==> src/rtl/core/rtp_pkg.sv <==
// ---------------------------------------------------------------------------
// rtp_pkg
// Shared types, character codes and helpers for the radix integer text parser.
// ---------------------------------------------------------------------------
package rtp_pkg;

	localparam int VALUE_WIDTH_DEF = 32;
	localparam int APB_ADDR_W      = 3;
	localparam int APB_DATA_W      = 32;
	localparam int RADIX_W         = 6;

	localparam logic [APB_ADDR_W-1:0] ADDR_RADIX_MODE = 3'h0;

	localparam logic [RADIX_W-1:0] BASE_TWO   = 6'd2;
	localparam logic [RADIX_W-1:0] BASE_EIGHT = 6'd8;
	localparam logic [RADIX_W-1:0] BASE_TEN   = 6'd10;
	localparam logic [RADIX_W-1:0] BASE_HEX   = 6'd16;
	localparam logic [RADIX_W-1:0] BASE_MAX   = 6'd36;
	localparam logic [RADIX_W-1:0] MODE_AUTO  = 6'd0;

	localparam int K_SHIFT = 10;
	localparam int M_SHIFT = 20;

	localparam logic [7:0] CH_0  = 8'h30;
	localparam logic [7:0] CH_9  = 8'h39;
	localparam logic [7:0] CH_UA = 8'h41;
	localparam logic [7:0] CH_UZ = 8'h5A;
	localparam logic [7:0] CH_LA = 8'h61;
	localparam logic [7:0] CH_LZ = 8'h7A;
	localparam logic [7:0] CH_UX = 8'h58;
	localparam logic [7:0] CH_LX = 8'h78;
	localparam logic [7:0] CH_UB = 8'h42;
	localparam logic [7:0] CH_LB = 8'h62;
	localparam logic [7:0] CH_UK = 8'h4B;
	localparam logic [7:0] CH_LK = 8'h6B;
	localparam logic [7:0] CH_UM = 8'h4D;
	localparam logic [7:0] CH_LM = 8'h6D;
	localparam logic [7:0] DIGIT_LETTER_OFS = 8'd10;

	typedef enum logic [1:0] {
		PH_START,
		PH_ZERO,
		PH_AUTO,
		PH_FIXED
	} phase_t;

	typedef enum logic [1:0] {
		SUF_NONE,
		SUF_K,
		SUF_M
	} suffix_t;

	typedef enum logic [1:0] {
		ST_OK,
		ST_BAD_CHAR,
		ST_BIG_DIGIT
	} status_t;

	typedef struct packed {
		logic [7:0] char_code;
		logic       end_marker;
	} char_item_t;

	typedef struct packed {
		logic signed [31:0] parsed_value;
		logic [1:0]         parse_status;
	} result_item_t;

	typedef struct packed {
		logic               ok;
		logic [RADIX_W-1:0] value;
	} digit_t;

	function automatic digit_t char_digit(input logic [7:0] c);
		digit_t d;
		d.ok    = 1'b1;
		d.value = '0;
		if (c >= CH_0 && c <= CH_9) begin
			d.value = RADIX_W'(c - CH_0);
		end else if (c >= CH_LA && c <= CH_LZ) begin
			d.value = RADIX_W'(c - CH_LA + DIGIT_LETTER_OFS);
		end else if (c >= CH_UA && c <= CH_UZ) begin
			d.value = RADIX_W'(c - CH_UA + DIGIT_LETTER_OFS);
		end else begin
			d.ok = 1'b0;
		end
		return d;
	endfunction

endpackage

==> src/rtl/core/rtp_core.sv <==
// ---------------------------------------------------------------------------
// rtp_core
// Parse state and per-character step: prefix detection, digit decode,
// multiply-add by the radix, suffix scaling and result formatting.
// ---------------------------------------------------------------------------
module rtp_core #(
	parameter int VALUE_WIDTH = rtp_pkg::VALUE_WIDTH_DEF
) (
	input  logic                          clk,
	input  logic                          arst_n,
	input  logic                          step,
	input  rtp_pkg::char_item_t           item,
	input  logic [rtp_pkg::RADIX_W-1:0]   radix_mode,
	output rtp_pkg::result_item_t         result
);
	import rtp_pkg::*;

	logic [VALUE_WIDTH-1:0] acc_q;
	logic [RADIX_W-1:0]     base_q;
	phase_t                 phase_q;
	suffix_t                suffix_q;
	status_t                err_q;

	logic [VALUE_WIDTH-1:0] nxt_acc;
	logic [RADIX_W-1:0]     nxt_base;
	phase_t                 nxt_phase;
	suffix_t                nxt_suffix;
	status_t                nxt_err;
	status_t                err_mid;
	logic                   do_auto;
	logic                   do_digit;
	digit_t                 dig;
	logic [VALUE_WIDTH-1:0] mac;
	logic [VALUE_WIDTH-1:0] scaled;
	logic [7:0]             c;

	assign c   = item.char_code;
	assign dig = char_digit(c);
	assign mac = acc_q * VALUE_WIDTH'(nxt_base) + VALUE_WIDTH'(dig.value);

	always_comb begin
		nxt_base   = base_q;
		nxt_phase  = phase_q;
		do_auto    = 1'b0;
		do_digit   = 1'b0;
		unique case (phase_q)
			PH_START: begin
				if (radix_mode == MODE_AUTO) begin
					if (c == CH_0) begin
						nxt_base  = BASE_EIGHT;
						nxt_phase = PH_ZERO;
					end else begin
						nxt_base  = BASE_TEN;
						nxt_phase = PH_AUTO;
						do_auto   = 1'b1;
					end
				end else begin
					nxt_base  = (radix_mode > BASE_MAX) ? BASE_MAX : radix_mode;
					nxt_phase = PH_FIXED;
					do_digit  = 1'b1;
				end
			end
			PH_ZERO: begin
				nxt_phase = PH_AUTO;
				if (c == CH_LX || c == CH_UX) begin
					nxt_base = BASE_HEX;
				end else if (c == CH_LB || c == CH_UB) begin
					nxt_base = BASE_TWO;
				end else begin
					nxt_base = BASE_EIGHT;
					do_auto  = 1'b1;
				end
			end
			PH_AUTO: begin
				do_auto = 1'b1;
			end
			PH_FIXED: begin
				do_digit = 1'b1;
			end
			default: begin
				do_digit = 1'b1;
			end
		endcase

		// a held K or M followed by more text is a digit too big for any auto base
		err_mid    = err_q;
		nxt_suffix = suffix_q;
		if (do_auto) begin
			if (suffix_q != SUF_NONE && err_q == ST_OK) begin
				err_mid = ST_BIG_DIGIT;
			end
			if (c == CH_UK || c == CH_LK) begin
				nxt_suffix = SUF_K;
			end else if (c == CH_UM || c == CH_LM) begin
				nxt_suffix = SUF_M;
			end else begin
				nxt_suffix = SUF_NONE;
				do_digit   = 1'b1;
			end
		end

		nxt_acc = acc_q;
		nxt_err = err_mid;
		if (do_digit) begin
			if (!dig.ok) begin
				if (err_mid == ST_OK) begin
					nxt_err = ST_BAD_CHAR;
				end
			end else if (dig.value >= nxt_base) begin
				if (err_mid == ST_OK) begin
					nxt_err = ST_BIG_DIGIT;
				end
			end else begin
				nxt_acc = mac;
			end
		end
	end

	always_comb begin
		unique case (suffix_q)
			SUF_K:   scaled = acc_q << K_SHIFT;
			SUF_M:   scaled = acc_q << M_SHIFT;
			default: scaled = acc_q;
		endcase
		if (err_q != ST_OK) begin
			scaled = '0;
		end
	end

	generate
		if (VALUE_WIDTH < 32) begin : g_extend
			assign result.parsed_value = {{(32-VALUE_WIDTH){scaled[VALUE_WIDTH-1]}}, scaled};
		end else begin : g_trunc
			assign result.parsed_value = scaled[31:0];
		end
	endgenerate

	assign result.parse_status = err_q;

	always_ff @(posedge clk or negedge arst_n) begin
		if (!arst_n) begin
			acc_q    <= '0;
			base_q   <= BASE_TEN;
			phase_q  <= PH_START;
			suffix_q <= SUF_NONE;
			err_q    <= ST_OK;
		end else if (step) begin
			if (item.end_marker) begin
				acc_q    <= '0;
				base_q   <= BASE_TEN;
				phase_q  <= PH_START;
				suffix_q <= SUF_NONE;
				err_q    <= ST_OK;
			end else begin
				acc_q    <= nxt_acc;
				base_q   <= nxt_base;
				phase_q  <= nxt_phase;
				suffix_q <= nxt_suffix;
				err_q    <= nxt_err;
			end
		end
	end

endmodule

==> src/rtl/core/radix_integer_text_parser.sv <==
// ---------------------------------------------------------------------------
// radix_integer_text_parser
// Text to integer parser with radix prefix detection and K/M suffix.
//
// Takes one character per transaction and returns one result transaction
// when a transaction with end_marker set arrives. A new character is taken
// every cycle: each transaction lands in an input register, and when it
// advances out of it one multiply-add of the accumulator by the radix updates
// the parse state; the result register captures the core result when the
// end transaction advances out of the input register. The
// input stalls only when an end transaction waits in the input register while
// the previous result is still held in the result register. The radix_mode
// register (APB byte address 0) selects auto-detect (0) or a fixed radix
// (1 to 36); it is sampled at the first character of each string.
// ---------------------------------------------------------------------------
module radix_integer_text_parser #(
	parameter int VALUE_WIDTH = rtp_pkg::VALUE_WIDTH_DEF
) (
	input  logic                              clk,
	input  logic                              arst_n,
	input  logic                              psel,
	input  logic                              penable,
	input  logic                              pwrite,
	input  logic [rtp_pkg::APB_ADDR_W-1:0]    paddr,
	input  logic [rtp_pkg::APB_DATA_W-1:0]    pwdata,
	output logic [rtp_pkg::APB_DATA_W-1:0]    prdata,
	output logic                              pready,
	input  logic                              char_valid,
	output logic                              char_stall,
	input  rtp_pkg::char_item_t               char_item,
	output logic                              result_valid,
	input  logic                              result_stall,
	output rtp_pkg::result_item_t             result_item
);
	import rtp_pkg::*;

	logic [RADIX_W-1:0] radix_q;
	logic               valid_s1;
	char_item_t         item_s1;
	logic               advance;
	result_item_t       core_result;
	logic               res_valid_q;
	result_item_t       res_q;

	assign pready = 1'b1;
	assign prdata = (paddr == ADDR_RADIX_MODE) ? APB_DATA_W'(radix_q) : '0;

	always_ff @(posedge clk or negedge arst_n) begin
		if (!arst_n) begin
			radix_q <= MODE_AUTO;
		end else if (psel && penable && pwrite && pready && paddr == ADDR_RADIX_MODE) begin
			radix_q <= pwdata[RADIX_W-1:0];
		end
	end

	assign advance    = valid_s1 && !(item_s1.end_marker && res_valid_q && result_stall);
	assign char_stall = valid_s1 && !advance;

	always_ff @(posedge clk or negedge arst_n) begin
		if (!arst_n) begin
			valid_s1 <= 1'b0;
		end else if (!char_stall) begin
			valid_s1 <= char_valid;
		end
	end

	always_ff @(posedge clk) begin
		if (!char_stall && char_valid) begin
			item_s1 <= char_item;
		end
	end

	rtp_core #(
		.VALUE_WIDTH(VALUE_WIDTH)
	) u_core (
		.clk       (clk),
		.arst_n    (arst_n),
		.step      (advance),
		.item      (item_s1),
		.radix_mode(radix_q),
		.result    (core_result)
	);

	always_ff @(posedge clk or negedge arst_n) begin
		if (!arst_n) begin
			res_valid_q <= 1'b0;
		end else if (advance && item_s1.end_marker) begin
			res_valid_q <= 1'b1;
		end else if (!result_stall) begin
			res_valid_q <= 1'b0;
		end
	end

	always_ff @(posedge clk) begin
		if (advance && item_s1.end_marker) begin
			res_q <= core_result;
		end
	end

	assign result_valid = res_valid_q;
	assign result_item  = res_q;

endmodule
==> config.mk <==
export PLATFORM = sky130hd
export DESIGN_NAME = radix_integer_text_parser
export DESIGN_NICKNAME = d
export VERILOG_FILES = /design/src/rtl/core/rtp_pkg.sv /design/src/rtl/core/rtp_core.sv /design/src/rtl/core/radix_integer_text_parser.sv
export SDC_FILE = /design/constraint.sdc
export NUM_CORES = 1
export LEC_CHECK = 0
export ABC_AREA = 1
export BUFFER_PORTS_ARGS = -buffer_cell sky130_fd_sc_hd__buf_2
export CORE_UTILIZATION = 35
export DETAILED_ROUTE_END_ITERATION = 12
export PLACE_DENSITY = 0.58
export SYNTH_ARGS = -nofsm -noshare
export SYNTH_HDL_FRONTEND = slang
export SYNTH_SLANG_ARGS = --single-unit
==> constraint.sdc <==
create_clock -name clk -period 6 [get_ports clk]
set_clock_uncertainty 0.05 [all_clocks]
set_input_delay 0.9 -clock clk [delete_from_list [all_inputs] [get_ports clk]]
set_output_delay 0.9 -clock clk [all_outputs]
set_load 0.1 [all_outputs]
# Word-level counts from Yosys, hierarchy flattened
# Index checks and enable logic that the tools add are counted.
dict set report totals {
  output_inout_bits 69
  regBits 95
  inputBits 51
  word_cells 124
}
dict set report classes {
  n_mul 1
  addsub 6
  n_lt_le_gt_ge 8
  mux 47
  n_reduce_logical 34
  n_eq_ne 16
}
# operator n
set op_table {}
lappend op_table {{$mux W32} 4}
lappend op_table {{$eq A8 B7 Y1 const B} 8}
lappend op_table {{$pmux W32 S2} 1}
lappend op_table {{$mux W6} 8}
lappend op_table {{$add A32 B6 Y32} 1}
lappend op_table {{$mul A32 B6 Y32} 1}
lappend op_table {{$mux W2} 16}
lappend op_table {{$ge A8 B7 Y1 const B} 2}
lappend op_table {{$le A8 B7 Y1 const B} 2}
lappend op_table {{$logic_and A1 B1 Y1} 13}
lappend op_table {{$mux W1} 13}
lappend op_table {{$add A6 B4 Y6 const B} 2}
lappend op_table {{$pmux W6 S2} 1}
lappend op_table {{$sub A6 B6 Y6 const B} 2}
lappend op_table {{$reduce_bool A2 Y1} 5}
lappend op_table {{$eq A8 B6 Y1 const B} 1}
lappend op_table {{$ge A8 B6 Y1 const B} 1}
lappend op_table {{$le A8 B6 Y1 const B} 1}
lappend op_table {{$eq A2 B2 Y1 const B} 3}
lappend op_table {{$ge A6 B6 Y1} 1}
lappend op_table {{$gt A6 B6 Y1 const B} 1}
lappend op_table {{$logic_not A2 Y1} 3}
lappend op_table {{$logic_not A6 Y1} 1}
lappend op_table {{$sub A6 B1 Y6 const B} 1}
lappend op_table {{13 further kinds} 20}

# Longest topological paths before layout
# Gate-level depths: netlist (run 1).
dict set report logic_depth {
  word_depth 12
  ltp_mapped 35
  depth_no_buf 34
}

# By module
# A second synthesis (run 1) with hierarchy kept.
dict set report hier_totals {
  cells_unflattened 1247
  hier_area_um2 10467.5
}
# module instances area_each_um2 cells_per_inst seq_area_each_um2
set modules_own_cells {}
lappend modules_own_cells {rtp_core 1 8498.2 1116 1103.6}
lappend modules_own_cells {radix_integer_text_parser 1 1969.4 131 1491.4}

# Worst setup path before layout (run 1)
# No wires, ideal clock.
dict set report synth_path {
  path_kind {flip-flop to flip-flop}
  startpoint {register u_core.phase_q[1]}
  endpoint {register u_core.acc_q[23]}
  stages_incl_launch_ff 27
  t_arrival_ps 5104
  t_required_ps 5831
  setup_time_ps 119
  path_slack_ps 726
  synth_period_minus_slack_ps 5274
  path_buffers 2
  cell_sequence {dfrtp_1 inv_1 ha_1 buf_6 nor2_1 inv_1 nand3_1 nand2_1 buf_2 inv_1 nand2_1 fa_1 fa_1 inv_1 fa_1 inv_1 fa_1 inv_1 ha_1 nand2_1 inv_1 a21boi_0 o21ai_0 a21oi_1 o21bai_1 nor2_1 o21ai_2}
}
dict set report synth_via {
  elab_chain_cells 8
  word_cells_on_any_way 20
  cone_classes {add/sub (1); mul (1); order compare (1); eq/ne (4); mux (10); reduce/logical (3)}
}
# item line_no
set synth_rtl {}
lappend synth_rtl {{start, declared} rtp_core.sv:20} ;# phase_t phase_q;
lappend synth_rtl {{start signal, assigned} rtp_core.sv:157} ;# phase_q <= nxt_phase;
lappend synth_rtl {{$eq A2 B1 Y1 or $logic_not A2 Y1 (tied branches)} rtp_core.sv:46} ;# unique case (phase_q)
lappend synth_rtl {{$pmux W6 S2} rtp_core.sv:46}
lappend synth_rtl {{$mul A32 B6 Y32} rtp_core.sv:39} ;# assign mac = acc_q * VALUE_WIDTH'(nxt_base) + VALUE_WIDTH'(dig.value);
lappend synth_rtl {{$add A32 B6 Y32} rtp_core.sv:39}
lappend synth_rtl {{$mux W32} rtp_core.sv:109} ;# end else if (dig.value >= nxt_base) begin
lappend synth_rtl {{$mux W32} rtp_core.sv:105} ;# if (!dig.ok) begin
lappend synth_rtl {{$mux W32} rtp_core.sv:104} ;# if (do_digit) begin
lappend synth_rtl {{$mux W32} rtp_core.sv:148} ;# if (item.end_marker) begin
lappend synth_rtl {{end signal, assigned} rtp_core.sv:155} ;# acc_q <= nxt_acc;
lappend synth_rtl {{end, declared} rtp_core.sv:18} ;# logic [VALUE_WIDTH-1:0] acc_q;
# Parallel ways exist; a longest one is shown, timed or not. The select of a mux whose other input is x is not followed.
# A chain may end at the register's enable or synchronous reset.

# Worst setup path in the final report (run 1)
dict set report layout_path {
  startpoint {register item_s1[6] (netlist name)}
  endpoint {register u_core.acc_q[23]}
}
dict set report layout_via {
  elab_chain_cells 11
  word_cells_on_any_way 57
  cone_classes {add/sub (6); mul (1); order compare (7); eq/ne (10); mux (23); reduce/logical (10)}
}
# item line_no
set layout_rtl {}
lappend layout_rtl {{start, declared} radix_integer_text_parser.sv:39} ;# char_item_t item_s1;
lappend layout_rtl {{start signal, assigned} radix_integer_text_parser.sv:69} ;# item_s1 <= char_item;
lappend layout_rtl {{$eq A8 B7 Y1} rtp_core.sv:67} ;# end else if (c == CH_LB || c == CH_UB) begin
lappend layout_rtl {{$logic_or A1 B1 Y1} rtp_core.sv:67}
lappend layout_rtl {{$mux W4} rtp_core.sv:67}
lappend layout_rtl {{$mux W6} rtp_core.sv:65} ;# if (c == CH_LX || c == CH_UX) begin
lappend layout_rtl {{$pmux W6 S2} rtp_core.sv:46}
lappend layout_rtl {{$mul A32 B6 Y32} rtp_core.sv:39}
lappend layout_rtl {{$add A32 B6 Y32} rtp_core.sv:39}
lappend layout_rtl {{$mux W32} rtp_core.sv:109}
lappend layout_rtl {{$mux W32} rtp_core.sv:105}
lappend layout_rtl {{$mux W32} rtp_core.sv:104}
lappend layout_rtl {{$mux W32} rtp_core.sv:148}
# Parallel ways exist; a longest one is shown, timed or not. The select of a mux whose other input is x is not followed.

==> parameters.txt, run 1 <==
Parameter                              Value

Outcome
  Run status ... finished clean

STA
  Unrepaired setup endpoints after global routing ... no
  Highest attainable clock frequency ... 177 MHz
  Share of the clock period used by the worst path after layout ... roughly 94%
  Final count of hold timing violations ... 0
  Rel. slew slack ... 42.5%
  Setup TNS ... 0 ns
  Final slew viol count ... 0
  Final setup vio count ... 0
  Post-layout minimum cycle time ... 5.64 ns
  Slew @ Worst Pin ... 0.859 ns

Pwr
  Max VDD drop ... 0.128 mV
  Total power ... between 2 and 3 mW
  Power density cells ... about 250 nW/um^2
  LEAKAGE ... 5.84 nW
  Internal Dissipation ... ~1.6 mW
  Clk pwr share ... 22.0%
  Fraction of power consumed by sequential logic ... 27.9%
  Proportion of power drawn by combinational gates ... between 50% and 60%
  Net Sw Power ... ~1.4 mW
  Switching part of the total power ... 46.3%

Flow run
  Total of max-cap violations ... 0

Route
  Total length of routed wires ... 29900 microns
  Mean routed wirelength per cell ... 16.8 microns
  Iteration-0 DRC Markers ... between 500 and 600
  Detailed-route via count ... 8973
  Detailed-route vias per instance ... 5.03
  Number of detailed-route iterations in the first pass ... 5
  Number of nets with antenna violations after detailed routing ... 0
  DRC Markers ... 0

Critical path
  CP Data Arrival Time ... 5.90 ns
  Launching element type of the critical path ... register
  Kind of end point of the critical path ... register
  Critical-path maximum fanout ... 15
  Type of the setup path with the least slack ... reg2reg
  Required time reported for the critical path endpoint ... around 6.3 ns

Clock tree
  Source-to-sink clock delay at the later pin of the worst-skew pair ... 0.37 ns
  Sinks on the clock net ... 95
  Longest Clk Path Bufs ... 2
  Post-CTS Hold Buffers ... 0
  Clock transition at the register clock pins on the worst setup and hold paths after CTS ... ~0.070 ns
  Number of buffers inserted during clock tree synthesis ... 9
  CTS tree ... yes
  Maximum level of the CTS H-tree ... 3
  Cell chosen for the clock root ... sky130_fd_sc_hd__clkbuf_16

Floorplan
  Top-Level Pins ... 120
  Floorplan die area ... approximately 31000 sq um
  Placeable core region ... 29700 sq um
  Floorplan die height ... 176 microns
  Starting density of the core ... 35.7%
  Width of the chip ... 176 microns
  Row count ... 63

Placement
  Post-Place Cell Area ... 11400 sq um
  DP HPWL ... 23900 microns
  PortBufs ... 66
  Routability congestion estimate ... 0.920

Synth
  Xor and xnor area share after synthesis ... 0.661%
  Async set-reset flop share out of synthesis ... a little over half
  Post-synthesis cell type with the largest combined area ... sky130_fd_sc_hd__fa_1
  Yosys warning total ... 0
  Average cell area after synthesis ... between 8 and 9 sq um
  Count of different cell masters after synthesis ... 46
  Fraction of synthesized cell area taken by the top area cell type ... 21.2%
  Share of synthesized area spent on multiplexers ... 0%
  Count of flip-flops with a built-in enable after synthesis ... 43
  Prevailing post-synth register cell ... sky130_fd_sc_hd__dfrtp_1
  Combinational family with the most area after synthesis ... adder cells
  Post-Synthesis Cells ... 1319
  Post-synthesis instance area ... approximately 11000 sq um
  Sequential fraction of the synthesis area ... 24.5%
  Synth Area in Adders ... 31.3%
  Synth Area in Compound Gates ... a little over a tenth
  Top cells by area, synth ... sky130_fd_sc_hd__fa_1 (21%), sky130_fd_sc_hd__edfxtp_1 (12%), sky130_fd_sc_hd__dfrtp_1 (12%)
  Number of flip-flops and latches in the synthesized netlist ... 95
  Simple-Gate Fraction of Synth Area ... 22.9%

Global route
  Number of global-route vias before repair ... 8974
  Maximum number of pins on one net before global-route repair ... 53
  Total overflow reported by the global router ... 0
  Antenna violations before repair ... 0
  Wire length of the first global-routing pass ... ~48000 microns
  Combined global-route utilization of all metal layers ... 20.2%

Cells and area
  FILL cells ... 3021
  Finished Cell Area ... around 12000 sq um
  Commonest cells after routing, fill and taps aside ... sky130_fd_sc_hd__nor2_1 (247), sky130_fd_sc_hd__nand2_1 (222), sky130_fd_sc_hd__inv_1 (158), sky130_fd_sc_hd__fa_1 (112), sky130_fd_sc_hd__ha_1 (86)
  Antenna Diode Count ... 0
  Layout cell share with drive strength beyond 1 ... about an eighth
  Nets ... 1638
  Relative area change from synthesis to final layout ... 11.1%
  Most frequent standard cell in the layout excluding fill and tap cells ... sky130_fd_sc_hd__nor2_1

Hold path
  Class of the tightest hold or removal check ... reg2reg
[area by class of cell]
type                            count  area, sq um  area share [%]
Inverter                          168          631            5.36
Tap cell                          390          488            4.15
Timing Repair Buffer               98          594            5.05
Clock buffer                       11          243            2.06
Sequential cell                    95         2590            22.1
Clock inverter                      5         80.1           0.681
Multi-Input combinational cell   1017         7140            60.6
[power by group through the flow]
stage	Sequential [mW]	Clock, mW	Combinational (mW)
2_1_floorplan	0.922	0	0.963
3_3_place_gp	0.826	0	1.44
6_report	0.816	0.646	1.47
5_1_grt	0.823	0.678	1.63
4_1_cts	0.815	0.658	1.46
3_5_place_dp	0.827	0	1.45
[flip-flops by register name (all words and copies together), names as in the netlist]
signal,count
radix_q,6
u_core.phase_q,2
valid_s1,1
u_core.err_q,2
result_valid,1
item_s1,9
u_core.acc_q,32
u_core.base_q,6
result_item,34
u_core.suffix_q,2
[cell families after synthesis]
| group | after synthesis |
|---|---|
| simple gates | 586 |
| flops | 95 |
| fa+ha+maj | 198 |
| compound gates | 198 |
| other cells | 2 |
| xor+xnor | 8 |
| buf+inv | 232 |
[repair_timing]
item | CTS | global route
endpoints found under the setup margin | 0 | 19
setup buffers | 0 | 2
resized for setup | 0 | 23
[cells in the mapped netlist, types with 14 or more instances]
master / n
sky130_fd_sc_hd__nand3_1: 50
sky130_fd_sc_hd__buf_4: 28
sky130_fd_sc_hd__o21ai_2: 17
sky130_fd_sc_hd__nand4_1: 14
sky130_fd_sc_hd__edfxtp_1: 43
sky130_fd_sc_hd__o21ai_0: 69
sky130_fd_sc_hd__nor2_1: 250
sky130_fd_sc_hd__dfrtp_1: 50
sky130_fd_sc_hd__a21oi_1: 68
sky130_fd_sc_hd__clkbuf_1: 24
sky130_fd_sc_hd__ha_1: 86
sky130_fd_sc_hd__inv_1: 159
sky130_fd_sc_hd__nand2_1: 223
sky130_fd_sc_hd__nor3_1: 23
sky130_fd_sc_hd__fa_1: 112
[worst max-delay path, stage by stage, from the launching register on]
cell	delay, ns
sky130_fd_sc_hd__edfxtp_1	0.44
sky130_fd_sc_hd__ha_1	0.29
sky130_fd_sc_hd__nand3_1	0.16
sky130_fd_sc_hd__nor2_1	0.23
sky130_fd_sc_hd__nand2_1	0.14
sky130_fd_sc_hd__nand4_1	0.09
sky130_fd_sc_hd__nand2_1	0.13
sky130_fd_sc_hd__nand2_1	0.18
sky130_fd_sc_hd__buf_6	0.21
sky130_fd_sc_hd__nor2_1	0.08
sky130_fd_sc_hd__fa_1	0.53
sky130_fd_sc_hd__fa_1	0.44
sky130_fd_sc_hd__fa_1	0.53
sky130_fd_sc_hd__ha_1	0.32
sky130_fd_sc_hd__ha_1	0.37
sky130_fd_sc_hd__a21oi_1	0.25
sky130_fd_sc_hd__o21ai_0	0.19
sky130_fd_sc_hd__a21oi_1	0.15
sky130_fd_sc_hd__o21ai_1	0.20
sky130_fd_sc_hd__a21oi_2	0.22
sky130_fd_sc_hd__o21bai_1	0.11
sky130_fd_sc_hd__nand2_1	0.07
sky130_fd_sc_hd__nand2_1	0.06
sky130_fd_sc_hd__o21ai_2	0.14
[through the flow]
stage | setup WS (ns) | cells | utilization [%] | hold WS, ns
2_1_floorplan | 0.726 | 1344 | - | 0.398
3_3_place_gp | 0.185 | 1766 | 38.2 | 0.416
3_5_place_dp | 0.152 | 1766 | 38.2 | 0.420
4_1_cts | 0.142 | 1782 | 39.3 | 0.435
5_1_grt | 0.00280 | 1784 | 39.6 | 0.455
6_report | 0.355 | 1784 | 39.6 | 0.434
[worst paths after layout]
path | depth (start not counted) | start | slack, ns | to
min in group asynchronous | 2 | arst_n | 0.64 | u_core.acc_q[27]$_DFFE_PN0P_
worst max register to register | 23 | item_s1[6]$_DFFE_PP_ | 0.36 | u_core.acc_q[23]$_DFFE_PN0P_
worst min-delay path | 0 | u_core.err_q[0]$_DFFE_PN0P_ | 0.43 | result_item[0]$_DFFE_PP_
worst min register to register | 0 | u_core.err_q[0]$_DFFE_PN0P_ | 0.43 | result_item[0]$_DFFE_PP_
max in group asynchronous | 2 | arst_n | 4.73 | u_core.acc_q[8]$_DFFE_PN0P_
worst max-delay path | 23 | item_s1[6]$_DFFE_PP_ | 0.36 | u_core.acc_q[23]$_DFFE_PN0P_
[routing by layer]
| layer | up-vias | wire (microns) | GRT usage, % | share of wire, % |
|---|---|---|---|---|
| met4 | 0 | 946 | 8.44 | 3.2 |
| met1 | 4358 | 13800 | 26.8 | 46 |
| met2 | 230 | 13900 | 33.2 | 46 |
| met3 | 54 | 1260 | 2.69 | 4.2 |
| li1 | 4331 | - | - | - |
| met5 | - | 0 | 0 | 0 |
Note: power is estimated with default switching activity, not from simulation.
==> inputs of run 2 (changes only) <==
==> constraint.sdc (replaced) <==
create_clock -name clk -period 7 [get_ports clk]
set_clock_uncertainty 0.05 [all_clocks]
set_input_delay 1.05 -clock clk [delete_from_list [all_inputs] [get_ports clk]]
set_output_delay 1.05 -clock clk [all_outputs]
set_load 0.1 [all_outputs]
==> run 2 against run 1 <==
First-iteration DRC count up 46%. Die area is the same. Count of clock-buffer cells in the layout did not move. Cell count fell by 1.1%. Global-route usage decreased by 0.077 points. Routed wire length fell by 0.36%. Critical path depth is the same. Highest routed layer unchanged. Core utilization shrank 0.75 points. Total power is 16% lower. Worst setup slack better by 0.22 ns. Design area shrank 1.9%. Sequential cell count unchanged.
==> parameters.txt, run 2 (synthesis gave the netlist of run 1 again) <==
Parameter                              Value

Outcome
  Run status ... finished clean

Cells and area
  Commonest cells after routing, fill and taps aside ... sky130_fd_sc_hd__nor2_1 (250), sky130_fd_sc_hd__nand2_1 (223), sky130_fd_sc_hd__inv_1 (159), sky130_fd_sc_hd__fa_1 (112), sky130_fd_sc_hd__ha_1 (86)
  Storage cell area ... 2590 sq um (unchanged)
  Most frequent standard cell in the layout excluding fill and tap cells ... sky130_fd_sc_hd__nor2_1
  Final core utilization ... 38.8% (-0.75 points)
  Multi-input gate area ... 7080 sq um (-0.82%)
  Nets ... 1619 (-1.2%)
  Flip-flop count of the largest register, all copies and words added ... 34 (unchanged)
  Relative area change from synthesis to final layout ... 8.94%
  FILL cells ... 3022 (+0.033%)
  Antenna Diode Count ... 0 (unchanged)
  Finished Cell Area ... 11500 sq um (-1.9%)
  Number of standard cells in the final layout excluding fillers ... 1765 (-1.1%)
  Layout cell share with drive strength beyond 1 ... 9.89% (-2.2 points)

STA
  Unrepaired setup endpoints after global routing ... no
  Post-layout minimum cycle time ... 6.42 ns (+0.776 ns)
  Setup TNS ... 0 ns (unchanged)
  Share of the clock period used by the worst path after layout ... 91.7% (-2.4 points)
  Final slew viol count ... 0 (unchanged)
  Post-route setup slack ... 0.579 ns (+0.224 ns)
  Highest attainable clock frequency ... 156 MHz (-12%)
  Slew @ Worst Pin ... 0.840 ns (-0.0187 ns)
  Rel. slew slack ... 43.9% (+1.4 points)
  Final setup vio count ... 0 (unchanged)
  Final count of hold timing violations ... 0 (unchanged)
  Worst hold slack after final layout ... 0.441 ns (+0.00689 ns)

Route
  Number of nets with antenna violations after detailed routing ... 0 (unchanged)
  Detailed-route via count ... 9019 (+0.51%)
  Total length of routed wires ... 29800 microns (-0.36%)
  Detailed-route vias per instance ... 5.11 (+1.6%)
  Mean routed wirelength per cell ... 16.9 microns (+0.71%)
  Iteration-0 DRC Markers ... 750 (+46%)
  DRC Markers ... 0 (unchanged)
  Number of detailed-route iterations in the first pass ... 5 (unchanged)

Critical path
  CP Data Arrival Time ... 6.67 ns (+0.77 ns)
  Launching element type of the critical path ... register
  R2r worst-path depth ... 23 (unchanged)
  Kind of end point of the critical path ... register
  Endpoint of the worst register-to-register path ... u_core.acc_q[23]$_DFFE_PN0P_
  Critical-path maximum fanout ... 18 (+3)
  Worst r2r src ... u_core.phase_q[1]$_DFFE_PN0P_
  Type of the setup path with the least slack ... reg2reg
  Required time reported for the critical path endpoint ... 7.25 ns (+0.99 ns)
  Register-to-register setup slack ... 0.58 ns (+0.22 ns)

Hold path
  Min-delay src ... u_core.base_q[5]$_DFFE_PN0P_
  Worst Hold Depth ... 2 (+2)
  Class of the tightest hold or removal check ... reg2reg
  Destination of the worst hold path ... u_core.base_q[5]$_DFFE_PN0P_

Global route
  Met2 layer usage reported by global route ... 33.7% (+0.58 points)
  Number of global-route vias before repair ... 9023 (+0.55%)
  Antenna violations before repair ... 0 (unchanged)
  Wire length of the first global-routing pass ... 48000 microns (-0.46%)
  Most Crowded Layer GR ... met2
  Combined global-route utilization of all metal layers ... 20.1% (-0.077 points)
  Maximum number of pins on one net before global-route repair ... 53 (unchanged)
  M1 GR Usage ... 26.7% (-0.039 points)
  M3 GR Usage ... 2.37% (-0.32 points)
  Total overflow reported by the global router ... 0 (unchanged)

Clock tree
  Maximum level of the CTS H-tree ... 3 (unchanged)
  Clock transition at the register clock pins on the worst setup and hold paths after CTS ... 0.07 ns (about the same)
  CTS tree ... yes
  Post-CTS Hold Buffers ... 0 (unchanged)
  Sinks on the clock net ... 95 (unchanged)
  Cell chosen for the clock root ... sky130_fd_sc_hd__clkbuf_16
  Longest Clk Path Bufs ... 2 (unchanged)
  Post-cts repair resize count ... 0 (unchanged)
  Source-to-sink clock delay at the later pin of the worst-skew pair ... 0.36 ns (about the same)
  Number of buffers inserted during clock tree synthesis ... 9 (unchanged)
  Number of post-CTS setup repair buffers ... 0 (unchanged)

Pwr
  Total power ... 2.47 mW (-16%)
  Clk pwr share ... 22.3% (+0.3 points)
  Internal Dissipation ... 1.31 mW (-16%)
  Proportion of power drawn by combinational gates ... 49.3% (-0.8 points)
  Max VDD drop ... 0.116 mV (-9.7%)
  LEAKAGE ... 5.72 nW (-1.9%)
  Net Sw Power ... 1.15 mW (-15%)
  Power density cells ... 214 nW/um^2 (-14%)
  Fraction of power consumed by sequential logic ... 28.4% (+0.5 points)
  Switching part of the total power ... 46.7% (+0.37 points)

Floorplan
  Width of the chip ... 176 microns (unchanged)
  Floorplan die height ... 176 microns (unchanged)
  Floorplan die area ... 31000 sq um (unchanged)
  Top-Level Pins ... 120 (unchanged)
  Starting density of the core ... 35.7% (unchanged)
  Placeable core region ... 29700 sq um (unchanged)
  Row count ... 63 (unchanged)

Placement
  PortBufs ... 66 (unchanged)
  Post-placement cell count ... 1749 (-0.96%)
  Post-Place Cell Area ... 11200 sq um (-1.2%)
  Routability congestion estimate ... 0.954 (+3.6%)
  DP HPWL ... 23900 microns (+0.20%)
  Setup slack at placement ... 0.721 ns (+0.569 ns)

Flow run
  Total of max-cap violations ... 0 (unchanged)
-- run 2: layout make-up --
class	instances	share of cell area (%)
multi-input cells	1017	61.3
flip-flops and latches	95	22.5
inverters	168	5.46
well taps	390	4.23
repair buffers	79	3.71
clock buffers	11	2.10
clock inverters	5	0.705
-- run 2: worst max path at each step --
| stage | startpoint | to | slack (ns) | cells after the start |
|---|---|---|---|---|
| global route | u_core.phase_q[1]$_DFFE_PN0P_ | u_core.acc_q[23]$_DFFE_PN0P_ | 0.12 | 23 |
| finish | u_core.phase_q[1]$_DFFE_PN0P_ | u_core.acc_q[23]$_DFFE_PN0P_ | 0.58 | 23 |
| detailed placement | u_core.phase_q[1]$_DFFE_PN0P_ | u_core.acc_q[27]$_DFFE_PN0P_ | 0.72 | 25 |
| CTS | u_core.phase_q[1]$_DFFE_PN0P_ | u_core.acc_q[27]$_DFFE_PN0P_ | 0.68 | 25 |
| global placement | u_core.phase_q[1]$_DFFE_PN0P_ | u_core.acc_q[27]$_DFFE_PN0P_ | 0.78 | 25 |
| floorplan | u_core.phase_q[1]$_DFFE_PN0P_ | u_core.acc_q[23]$_DFFE_PN0P_ | 1.73 | 26 |
-- run 2: worst max-delay path: stages (launching register included) --
cell and delay, ns:
sky130_fd_sc_hd__dfrtp_1 0.42, sky130_fd_sc_hd__inv_1 0.13, sky130_fd_sc_hd__ha_1 0.37, sky130_fd_sc_hd__nor2_1 0.20, sky130_fd_sc_hd__nand2_1 0.09, sky130_fd_sc_hd__nand2_1 0.16, sky130_fd_sc_hd__inv_1 0.67, sky130_fd_sc_hd__nor2_1 0.14
sky130_fd_sc_hd__fa_1 0.52, sky130_fd_sc_hd__ha_1 0.31, sky130_fd_sc_hd__inv_1 0.05, sky130_fd_sc_hd__fa_1 0.51, sky130_fd_sc_hd__fa_1 0.54, sky130_fd_sc_hd__inv_1 0.04, sky130_fd_sc_hd__ha_1 0.35, sky130_fd_sc_hd__a21oi_1 0.16
sky130_fd_sc_hd__nand2_1 0.14, sky130_fd_sc_hd__a21boi_0 0.44, sky130_fd_sc_hd__o21ai_0 0.37, sky130_fd_sc_hd__a21oi_1 0.28, sky130_fd_sc_hd__o21bai_1 0.12, sky130_fd_sc_hd__nand2_1 0.07, sky130_fd_sc_hd__nand2_1 0.06, sky130_fd_sc_hd__o21ai_2 0.14
-- run 2: power by group through the flow --
stage               clock network [mW]  registers [mW]  logic [mW]
floorplan                            0           0.790       0.825
global placement                     0           0.709        1.19
detailed placement                   0           0.710        1.20
CTS                              0.553           0.699        1.21
global route                     0.574           0.705        1.35
finish                           0.549           0.701        1.21
-- run 2: routing by layer --
| layer | up-vias | wire, microns |
|---|---|---|
| met5 | - | 0 |
| li1 | 4290 | - |
| met3 | 48 | 1630 |
| met2 | 270 | 14000 |
| met1 | 4411 | 13300 |
| met4 | 0 | 827 |
